--- src/rtl/core/pads_pkg.sv ---
package pads_pkg;

	localparam int DATA_W      = 32;
	localparam int FRAC_BITS   = 24;
	localparam int IDX_W       = 12;
	localparam int MAX_COLUMNS = 4096;
	localparam int MAX_ROWS    = 4096;
	localparam int COL_W       = $clog2(MAX_COLUMNS);
	localparam int ROW_W       = $clog2(MAX_ROWS);
	localparam int SINE_DEPTH  = 1024;
	localparam int TAB_BITS    = $clog2(SINE_DEPTH);
	localparam int QUAD_BITS   = TAB_BITS - 2;
	localparam int QUAD_DEPTH  = SINE_DEPTH / 4;
	localparam int TRIG_W      = FRAC_BITS + 2;
	localparam int MUL_W       = DATA_W + 1;
	localparam int PROD_W      = 2 * MUL_W;
	localparam int ACC_W       = PROD_W + 1;
	localparam int CFG_W       = 3;
	localparam int OUT_TDATA_W = DATA_W + 2 * IDX_W;

	localparam longint unsigned HALF_PI_Q30 = 64'd1686629713;
	localparam longint          ONE_Q30     = 64'd1073741824;
	localparam longint unsigned SIN_DIV [7] = '{6, 20, 42, 72, 110, 156, 210};
	localparam longint unsigned COS_DIV [8] = '{2, 12, 30, 56, 90, 132, 182, 240};

	typedef enum logic [CFG_W-1:0] {
		CFG_CENTER,
		CFG_NEIGHBOUR,
		CFG_FLUX,
		CFG_KCOS,
		CFG_KSIN,
		CFG_PHASE_STEP,
		CFG_LOW_FREQ,
		CFG_FREQ_STEP
	} cfg_idx_t;

	typedef enum logic [3:0] {
		ST_IDLE,
		ST_CPL_A,
		ST_CPL_B,
		ST_CPL_W,
		ST_CPL_ST,
		ST_FA,
		ST_FB,
		ST_FW,
		ST_FST,
		ST_C2,
		ST_C3,
		ST_RW,
		ST_EMIT,
		ST_FINISH
	} state_t;

	typedef enum logic [2:0] {
		MS_CPL_COS,
		MS_CPL_SIN,
		MS_NEXT,
		MS_PREV,
		MS_CENTER,
		MS_SUM,
		MS_FLUX
	} mul_sel_t;

	typedef enum logic [1:0] {
		ACC_HOLD,
		ACC_LOAD,
		ACC_ADD,
		ACC_SUB
	} acc_op_t;

	typedef enum logic [1:0] {
		RK_MID,
		RK_LAST,
		RK_WRAP,
		RK_SINGLE
	} res_kind_t;

	typedef struct packed {
		logic      accept;
		mul_sel_t  mul_sel;
		acc_op_t   acc_op;
		logic      rnd;
		logic      store_cpl;
		logic      store_flux;
		logic      emit;
		logic      finish;
		res_kind_t kind;
		logic      run_last;
	} cmd_t;

	typedef struct packed {
		logic j_zero;
		logic j_one;
		logic row_end;
		logic out_free;
	} status_t;

	typedef logic [FRAC_BITS:0] trig_tab_t [QUAD_DEPTH];

	function automatic logic [FRAC_BITS:0] q30_to_fb(longint v);
		longint c;
		c = v;
		if (c < 0) c = 0;
		if (c > ONE_Q30) c = ONE_Q30;
		if (FRAC_BITS == 30) return (FRAC_BITS+1)'(c);
		return (FRAC_BITS+1)'((c + (longint'(1) << (29 - FRAC_BITS))) >> (30 - FRAC_BITS));
	endfunction

	function automatic trig_tab_t build_tab(bit want_cos);
		trig_tab_t t;
		longint unsigned r;
		longint unsigned x;
		longint unsigned x2;
		longint unsigned term;
		longint s;
		longint c;
		for (int i = 0; i < QUAD_DEPTH; i++) begin
			r = longint'(i) << (32 - TAB_BITS);
			x = (r * HALF_PI_Q30) >> 30;
			x2 = (x * x) >> 30;
			term = x;
			s = longint'(x);
			for (int n = 0; n < 7; n++) begin
				term = ((term * x2) >> 30) / SIN_DIV[n];
				if ((n & 1) == 0) s = s - longint'(term);
				else s = s + longint'(term);
			end
			term = longint'(ONE_Q30);
			c = ONE_Q30;
			for (int n = 0; n < 8; n++) begin
				term = ((term * x2) >> 30) / COS_DIV[n];
				if ((n & 1) == 0) c = c - longint'(term);
				else c = c + longint'(term);
			end
			t[i] = want_cos ? q30_to_fb(c) : q30_to_fb(s);
		end
		return t;
	endfunction

	localparam trig_tab_t SIN_TAB = build_tab(1'b0);
	localparam trig_tab_t COS_TAB = build_tab(1'b1);

	function automatic logic signed [DATA_W-1:0] sat32(logic signed [ACC_W-1:0] v);
		if (v[ACC_W-1:DATA_W-1] == '0 || v[ACC_W-1:DATA_W-1] == '1) return v[DATA_W-1:0];
		return v[ACC_W-1] ? {1'b1, {(DATA_W-1){1'b0}}} : {1'b0, {(DATA_W-1){1'b1}}};
	endfunction

	function automatic logic signed [ACC_W-1:0] round_fb(logic signed [ACC_W-1:0] v);
		logic signed [ACC_W-1:0] t;
		t = v + (ACC_W'(1) <<< (FRAC_BITS - 1));
		return t >>> FRAC_BITS;
	endfunction

endpackage

--- src/rtl/core/pads_ctrl.sv ---
module pads_ctrl import pads_pkg::*; (
	input  logic    clk,
	input  logic    arst_n,
	input  logic    s_tvalid,
	output logic    s_tready,
	input  status_t status,
	output cmd_t    cmd
);

	state_t    state_q, state_d;
	res_kind_t kind_q, kind_d;

	always_ff @(posedge clk or negedge arst_n) begin
		if (!arst_n) begin
			state_q <= ST_IDLE;
			kind_q  <= RK_MID;
		end else begin
			state_q <= state_d;
			kind_q  <= kind_d;
		end
	end

	always_comb begin
		state_d = state_q;
		kind_d  = kind_q;
		case (state_q)
			ST_IDLE:   if (s_tvalid) state_d = ST_CPL_A;
			ST_CPL_A:  state_d = ST_CPL_B;
			ST_CPL_B:  state_d = ST_CPL_W;
			ST_CPL_W:  state_d = ST_CPL_ST;
			ST_CPL_ST: begin
				if (status.j_zero) begin
					kind_d  = RK_SINGLE;
					state_d = status.row_end ? ST_FA : ST_FINISH;
				end else if (status.j_one) begin
					kind_d  = RK_LAST;
					state_d = status.row_end ? ST_FA : ST_FINISH;
				end else begin
					kind_d  = RK_MID;
					state_d = ST_FA;
				end
			end
			ST_FA:     state_d = ST_FB;
			ST_FB:     state_d = ST_FW;
			ST_FW:     state_d = ST_FST;
			ST_FST:    state_d = ST_C2;
			ST_C2:     state_d = ST_C3;
			ST_C3:     state_d = ST_RW;
			ST_RW:     state_d = ST_EMIT;
			ST_EMIT: begin
				if (status.out_free) begin
					case (kind_q)
						RK_MID: begin
							if (status.row_end) begin
								kind_d  = RK_LAST;
								state_d = ST_FA;
							end else begin
								state_d = ST_FINISH;
							end
						end
						RK_LAST: begin
							kind_d  = RK_WRAP;
							state_d = ST_FA;
						end
						default: state_d = ST_FINISH;
					endcase
				end
			end
			ST_FINISH: state_d = ST_IDLE;
			default:   state_d = ST_IDLE;
		endcase
	end

	always_comb begin
		cmd            = '0;
		cmd.mul_sel    = MS_CPL_COS;
		cmd.acc_op     = ACC_HOLD;
		cmd.kind       = kind_q;
		cmd.run_last   = (kind_q == RK_SINGLE) || (kind_q == RK_WRAP) ||
			((kind_q == RK_MID) && !status.row_end);
		s_tready       = 1'b0;
		case (state_q)
			ST_IDLE: begin
				s_tready   = 1'b1;
				cmd.accept = s_tvalid;
			end
			ST_CPL_A: begin
				cmd.mul_sel = MS_CPL_COS;
				cmd.acc_op  = ACC_LOAD;
			end
			ST_CPL_B: begin
				cmd.mul_sel = MS_CPL_SIN;
				cmd.acc_op  = ACC_SUB;
			end
			ST_CPL_ST: cmd.store_cpl = 1'b1;
			ST_FA: begin
				cmd.mul_sel = MS_NEXT;
				cmd.acc_op  = ACC_LOAD;
			end
			ST_FB: begin
				cmd.mul_sel = MS_PREV;
				cmd.acc_op  = ACC_SUB;
			end
			ST_FST: begin
				cmd.store_flux = 1'b1;
				cmd.mul_sel    = MS_CENTER;
				cmd.acc_op     = ACC_LOAD;
				cmd.rnd        = 1'b1;
			end
			ST_C2: begin
				cmd.mul_sel = MS_SUM;
				cmd.acc_op  = ACC_ADD;
				cmd.rnd     = 1'b1;
			end
			ST_C3: begin
				cmd.mul_sel = MS_FLUX;
				cmd.acc_op  = ACC_SUB;
				cmd.rnd     = 1'b1;
			end
			ST_EMIT:   cmd.emit = status.out_free;
			ST_FINISH: cmd.finish = 1'b1;
			default: ;
		endcase
	end

endmodule

--- config.mk ---
export PLATFORM = sky130hd
export DESIGN_NAME = pads_ctrl
export DESIGN_NICKNAME = d
export VERILOG_FILES = /design/src/rtl/core/pads_pkg.sv /design/src/rtl/core/pads_ctrl.sv
export SDC_FILE = /design/constraint.sdc
export NUM_CORES = 1
export LEC_CHECK = 0
export ABC_AREA = 1
export BUFFER_PORTS_ARGS = -buffer_cell sky130_fd_sc_hd__buf_2
export CAP_MARGIN = 0
export CELL_PAD_IN_SITES_DETAIL_PLACEMENT = 1
export CELL_PAD_IN_SITES_GLOBAL_PLACEMENT = 1
export CORE_MARGIN = 5
export CORE_UTILIZATION = 28
export DETAILED_ROUTE_END_ITERATION = 6
export PLACE_DENSITY = 0.72
export SYNTH_ARGS = -nofsm -noshare
export SYNTH_HDL_FRONTEND = slang
export SYNTH_SLANG_ARGS = --single-unit
--- constraint.sdc ---
create_clock -name clk -period 1.5 [get_ports clk]
set_input_delay 0.15 -clock clk [delete_from_list [all_inputs] [get_ports clk]]
set_output_delay 0.15 -clock clk [all_outputs]
set_load 0.05 [all_outputs]
# Word level (Yosys, flattened, before mapping)
# Cells that the tools add are included.
# classes
eq_ne	20
muxes	21
n_reduce_logical	10
# ops
operator	count
$pmux 4 s13	1
$pmux 5 s7	1
$eq 4x4->1 const B	6
$mux 4	5
$eq 4x3->1 const B	4
$eq 4x2->1 const B	2
$mux 1	8
$pmux 2 s2	2
$pmux 4 s2	1
$mux 2	3
$ne 3x3->1 const B	2
$eq 2x2->1 const B	2
$eq 4x1->1 const B	1
$logic_not 4->1	1
$ne 2x2->1 const B	2
$reduce_and 4->1	1
$reduce_or 3->1	1
$eq 2x1->1 const B	1
$logic_not 2->1	1
$logic_or 1x1->1	2
$reduce_and 2->1	1
$reduce_bool 2->1	1
$logic_and 1x1->1	1
$logic_not 1->1	1
# word_totals
register_bits	6
in_bits	7
output_inout_bits	15
elab_cells	53

# Depth between registers and ports, before layout
# Gate-level depths: netlist of run 1.
# logic_depth
depth_word	4
ltp_mapped	8
mapped_depth_nobuf	8

# Worst setup path before layout of run 1
# OpenSTA, ideal clock, no wires.
# synth_path
path_kind	reg-to-reg
start	reg kind_q[0]
end	reg state_q[3]
setup_time_ps	65
t_arrival_ps	2131
required_ps	1435
slack_ps	-696
stages_incl_launch_ff	6
path_buffers	0
synth_period_minus_slack_ps	2196
path_cell_list	dfrtp_1 o21ai_0 nand2_1 nand3_1 nand2_1 nand2_1
# synth_between
elab_chain_cells	4
word_cells_on_any_way	5
classes_between	1 x eq/ne; 3 x mux; 1 x reduce/logical
# synth_lines
element	line_no	text
start, declared	pads_ctrl.sv:11	res_kind_t kind_q, kind_d;
start signal, assigned	pads_ctrl.sv:19	kind_q <= kind_d;
$eq 2x1->1 / $logic_not 2->1 (equally long branches)	pads_ctrl.sv:52	case (kind_q)
$pmux 4 s2 (*)	pads_ctrl.sv:52	
$mux 4 (*)	pads_ctrl.sv:51	if (status.out_free) begin
$pmux 4 s13 (*)	pads_ctrl.sv:26	case (state_q)
end signal, assigned	pads_ctrl.sv:18	state_q <= state_d;
end, declared	pads_ctrl.sv:10	state_t state_q, state_d;
# Mark *: on every way between the ends. The rest lies on a longest branch, timed or not. The select of a mux whose other input is x is not followed.
# A chain may end at the register's enable or synchronous reset.

==> flow_metrics.tcl, run 1 <==
set metrics [dict create \
    status "finished clean" \
    synth_top_flop_cell "dfrtp_1" \
    overflow 0 \
    dpl.hpwl_mm 1.32 \
    synthCells 87 \
    synth_compound_area_share_pct 8.54 \
    htreeDepth 1 \
    dp_cells 133 \
    cts_tree "built" \
    yosysTopAreaCell "dfrtp_1" \
    synth_xor_area_share_pct 0 \
    period_share_pct 98.0 \
    synth_cell_type_count 14 \
    die_height_um 52.2 \
    synth_top_family_by_area "simple AND/OR/NAND/NOR gates" \
    grt_pass1_vias 667 \
    multi_input_area_um2 347 \
    area_growth_syn_to_layout_pct 60.1 \
    holdCritStartpoint "status[0]" \
    postPlaceCellArea_um2 643 \
    report.final.slew_viol_count 0 \
    hold_class "input port to flip-flop" \
    setup_viol 0 \
    dr_total_vias 634 \
    gp_congestion 0.764 \
    endpoint_kind "primary output" \
    syn_nets 94 \
    start_util_pct 29.2 \
    hold_slack_ns 0.245 \
    antenna_found_initial 0 \
    cp-start-kind "flip-flop" \
    cts_root_buf "clkbuf_4" \
    firstDrtPassIters 4 \
    avgRoutedWirePerCell_um 12.1 \
    synth_common_cells "nand2_1, nor2_1, inv_1, nand3_1, dfrtp_1" \
    fp.dieArea_um2 2720 \
    synth_area_um2 498 \
    final-hold-violation-count 0 \
    pin_count 22 \
    core_um2 1710 \
    synth_edf_count 0 \
    n_fill_cell 237 \
    rr_startpoint "state_q[3]$_DFFE_PN0P_" \
    r2r_slack_ns 0.16 \
    viasPerCell 4.53 \
    port_buffers 21 \
    synth_seq_cells 6 \
    drt_iter0_drc 6 \
    crit_start "state_q[0]$_DFFE_PN0P_" \
    crit_type "flip-flop to primary output" \
    final_nets 124 \
    ys_top_cells_by_area "dfrtp_1, nand2_1, nor2_1" \
    async_flop_share_pct 100 \
    grt_max_degree 8 \
    wirelength_mm 1.69 \
    critPathArrivalTime_ns 1.32 \
    die_w_um 52.2 \
    grt_setup_unrepaired "true" \
    slew_headroom_pct 83.3 \
    worst-path-max-fanout 7 \
    rows 15 \
    ff2ff_path_depth 8 \
    seq_area_um2 153 \
    antenna_left 0 \
    yosysSeqAreaShare_pct 30.2 \
    grt_usage_pct 13.1 \
    min_period_ns 1.47 \
    avgSynthCellArea_um2 5.72 \
    drive_gt1_share_pct 47.0 \
    ys_warn_count 0 \
    synthSimpleGateAreaFrac_pct 49.2 \
    max_slew.worst_pin.slew_ns 0.253 \
    antenna_cells 0 \
    synth_mux_area_share_pct 0 \
    yosysMostFrequentCell "nand2_1" \
    drc 0 \
    clockBufferDepth 2 \
    cap_violations 0 \
    cts_sinks 6 \
    cp_data_required_time_ns 1.35 \
    cts-buffers-inserted 3 \
    rr_endpoint "kind_q[1]$_DFFE_PN0P_" \
    cp-endpoint "cmd[11]" \
    path_clk_slew_ns 0.04 \
    finalInstanceArea_um2 797 \
    clock.fmax_mhz 680 \
    yosysTopAreaCellShare_pct 30.2 \
    fin_cells 140 \
    synth-adder-area-share_pct 0 \
    grt_pass1_wl_mm 2.75 \
    finClkSkew_ns 0.00250 \
    worstHoldPathCells 4 \
    insertion_delay_ns 0.24 \
]
## worst max-delay path, cell delays in order, from the launching register on
cell and delay, ns:
dfrtp_2 0.46, inv_2 0.08, nand2_4 0.11, nand2_2 0.11
a21oi_2 0.12, buf_4 0.20
## flip-flops by register name (all words and copies together), names as in the netlist
signal and cells:
kind_q 2, state_q 4
## layout make-up
| class | instances | share of cell area, % |
|---|---|---|
| clock buffers | 3 | 2.83 |
| inverters | 16 | 7.54 |
| multi-input cells | 65 | 43.5 |
| flip-flops and latches | 6 | 19.2 |
| well taps | 25 | 3.92 |
| repair buffers | 25 | 23.1 |
## worst min-delay path by stage
stage | slack [ns] | endpoint
3_5_place_dp | -0.02 | state_q[2]$_DFFE_PN0P_
6_report | 0.24 | state_q[3]$_DFFE_PN0P_
4_1_cts | 0.25 | state_q[3]$_DFFE_PN0P_
2_1_floorplan | -0.15 | kind_q[0]$_DFFE_PN0P_
3_3_place_gp | -0.02 | state_q[2]$_DFFE_PN0P_
5_1_grt | 0.27 | state_q[3]$_DFFE_PN0P_
## metrics by stage
stage	worst slack (ns)	utilization, %	TNS (ns)
after floorplan	-0.125	-	-0.546
after global placement	0.0993	37.7	0
after detailed placement	0.0999	37.7	0
after CTS	0.00543	41.8	0
after global routing	-0.0388	46.7	-0.140
final	0.0298	46.7	0
## kinds of logic (layout without fill, tap and decap cells)
logic type	after synthesis	in the layout
AOI/OAI and AO/OA	7	7
DFF	6	6
buffers and inverters	16	44
and+or+nand+nor	58	58
## routing by layer
layer | wire [µm] | track usage (%) | up-vias
met5 | 0 | 0 | -
met4 | 0 | 5.11 | 0
met3 | 87 | 0.855 | 0
met2 | 957 | 25.3 | 17
met1 | 648 | 14.5 | 297
li1 | - | - | 320
## cell usage in the layout (no fill, tap or decap)
cell type,netlist,layout
nand2_1,26,23
nor2_1,17,13
inv_1,15,11
buf_2,0,10
buf_4,0,8
nand3_1,7,7
nand2_2,4,6
inv_2,1,5
buf_6,0,5
nor2_2,3,4
clkbuf_4,0,4
dfrtp_1,6,4
nor2_4,0,3
o21ai_2,0,2
a21oi_2,0,2
dfrtp_2,0,2
nand2_4,0,1
o22ai_2,0,1
a21o_1,1,1
nor3_1,1,1
a31o_2,1,1
dlygate4sd3_1,0,1
## what timing repair did
item                                    4_1_cts  5_1_grt
setup buffers                                 1        2
hold buffers                                  1        0
endpoints found under the hold margin         6        0
pin swaps                                     1        1
gates resized for setup                      14       24
endpoints found under the setup margin       11       11
Power of run 1 is not shown: default switching activity piles up to over one toggle a cycle in this logic, so the estimate is an artifact.
==> run 2: changes to the inputs <==
- REMOVE_ABC_BUFFERS: not set -> 1
==> run 2 against run 1 <==
Global-route usage increased by 0.10 points. Core utilization increased by 2.2 points. Register-to-register slack better by 0.03 ns. Clock skew is 0.00052 ns lower. Non-clock buffer count grew 2. Maximum frequency decreased by 1.5%. Critical path depth stayed put. Sequential cell count stayed put. Final cell count grew 1.4%.
==> flow_metrics.tcl, run 2 (synthesized netlist as in run 1, its figures left out) <==
set metrics [dict create \
    pin_count 22 \
    cap_violations 0 \
    overflow 0 \
    antenna_cells 0 \
    rows 15 \
    grt_pass1_wl_mm 2.62 \
    antenna_left 0 \
    min_period_ns 1.49 \
    fin_cells 142 \
    die_w_um 52.2 \
    status "finished clean" \
    cp-start-kind "flip-flop" \
    wirelength_mm 1.79 \
    cp-endpoint "cmd[13]" \
    grt_pass1_vias 659 \
    path_clk_slew_ns 0.04 \
    critPathArrivalTime_ns 1.34 \
    cts-buffers-inserted 3 \
    holdCritStartpoint "status[0]" \
    cts_tree "built" \
    cts_sinks 6 \
    layout_common_cells "nand2_1, nor2_1, inv_1" \
    top_register "state_q" \
    n_fill_cell 226 \
    rr_endpoint "kind_q[1]$_DFFE_PN0P_" \
    drt_iter0_drc 3 \
    max_slew.worst_pin.slew_ns 0.254 \
    antenna_found_initial 0 \
    grt_usage_pct 13.2 \
    drive_gt1_share_pct 47.9 \
    report.final.slew_viol_count 0 \
    dr_total_vias 667 \
    firstDrtPassIters 3 \
    crit_type "flip-flop to primary output" \
    ff2ff_path_depth 8 \
    endpoint_kind "primary output" \
    hold_class "input port to flip-flop" \
    drc 0 \
    die_height_um 52.2 \
    viasPerCell 4.70 \
    port_buffers 21 \
    final-hold-violation-count 0 \
    top_regs "state_q x4, kind_q x2" \
    dpl.hpwl_mm 1.28 \
    start_util_pct 29.2 \
    core_um2 1710 \
    final_nets 126 \
    htreeDepth 1 \
    r2r_slack_ns 0.19 \
    setup_viol 0 \
    gp_congestion 0.767 \
    worst-path-max-fanout 3 \
    rr_startpoint "state_q[3]$_DFFE_PN0P_" \
    fp.dieArea_um2 2720 \
    multi_input_area_um2 360 \
    crit_start "state_q[3]$_DFFE_PN0P_" \
    area_growth_syn_to_layout_pct 67.6 \
    insertion_delay_ns 0.25 \
    cp_data_required_time_ns 1.35 \
    clockBufferDepth 2 \
    period_share_pct 99.6 \
    grt_max_degree 8 \
    cts_root_buf "clkbuf_4" \
    mostFrequentLayoutCell "nand2_1" \
    seq_area_um2 154 \
    largest_register_ffs 4 \
    dp_cells 133 \
    clock.fmax_mhz 670 \
    finClkSkew_ns 0.00198 \
    grt_setup_unrepaired "true" \
    slew_headroom_pct 83.2 \
    avgRoutedWirePerCell_um 12.6 \
]
[run 2: timing repair]
item | in CTS | in global routing
pin swaps | 1 | 4
hold endpoints to repair | 6 | 0
hold buffers | 1 | 0
endpoints found under the setup margin | 11 | 11
resized for setup | 15 | 30
buffers inserted | 3 | 2
[run 2: layout make-up]
class	instances	area share (%)
clock buffer	3	2.70
inverter	16	7.50
multi-input combinational	65	43.2
sequential	6	18.4
tap	25	3.75
timing repair buffer	27	24.4
[run 2: metrics by stage]
stage               util (%)  setup TNS [ns]  hold slack, ns  setup slack (ns)  area (µm²)
floorplan                  -           -2.19          -0.146            -0.696         498
global placement        37.1               0         -0.0221             0.141         634
detailed placement      37.1               0         -0.0217             0.118         634
CTS                     42.6        -0.00520           0.233          -0.00520         727
global route            48.9          -0.131           0.249           -0.0280         835
finish                  48.9               0           0.237           0.00671         835
[run 2: how the worst min path moves through the flow]
stage,to,slack (ns),depth (start not counted)
finish,state_q[3]$_DFFE_PN0P_,0.24,4
global route,state_q[3]$_DFFE_PN0P_,0.25,4
CTS,state_q[3]$_DFFE_PN0P_,0.23,4
global placement,state_q[2]$_DFFE_PN0P_,-0.02,1
floorplan,kind_q[0]$_DFFE_PN0P_,-0.15,0
detailed placement,state_q[2]$_DFFE_PN0P_,-0.02,1
[run 2: routing by layer]
metal / global-route usage [%] / routed length, µm / share of wire, %
met1: 12.4 / 689 / 38
met4: 8.51 / 42 / 2.3
met5: 0 / 0 / 0
met3: 1.99 / 73 / 4.1
met2: 25.7 / 986 / 55
[run 2: worst max-delay path: stages, from the launching register on]
cell	delay (ns)
dfrtp_1	0.42
buf_4	0.17
nor2_4	0.10
nand2_1	0.07
nor2_1	0.15
buf_6	0.18
Power of run 2 is left out for the same reason.
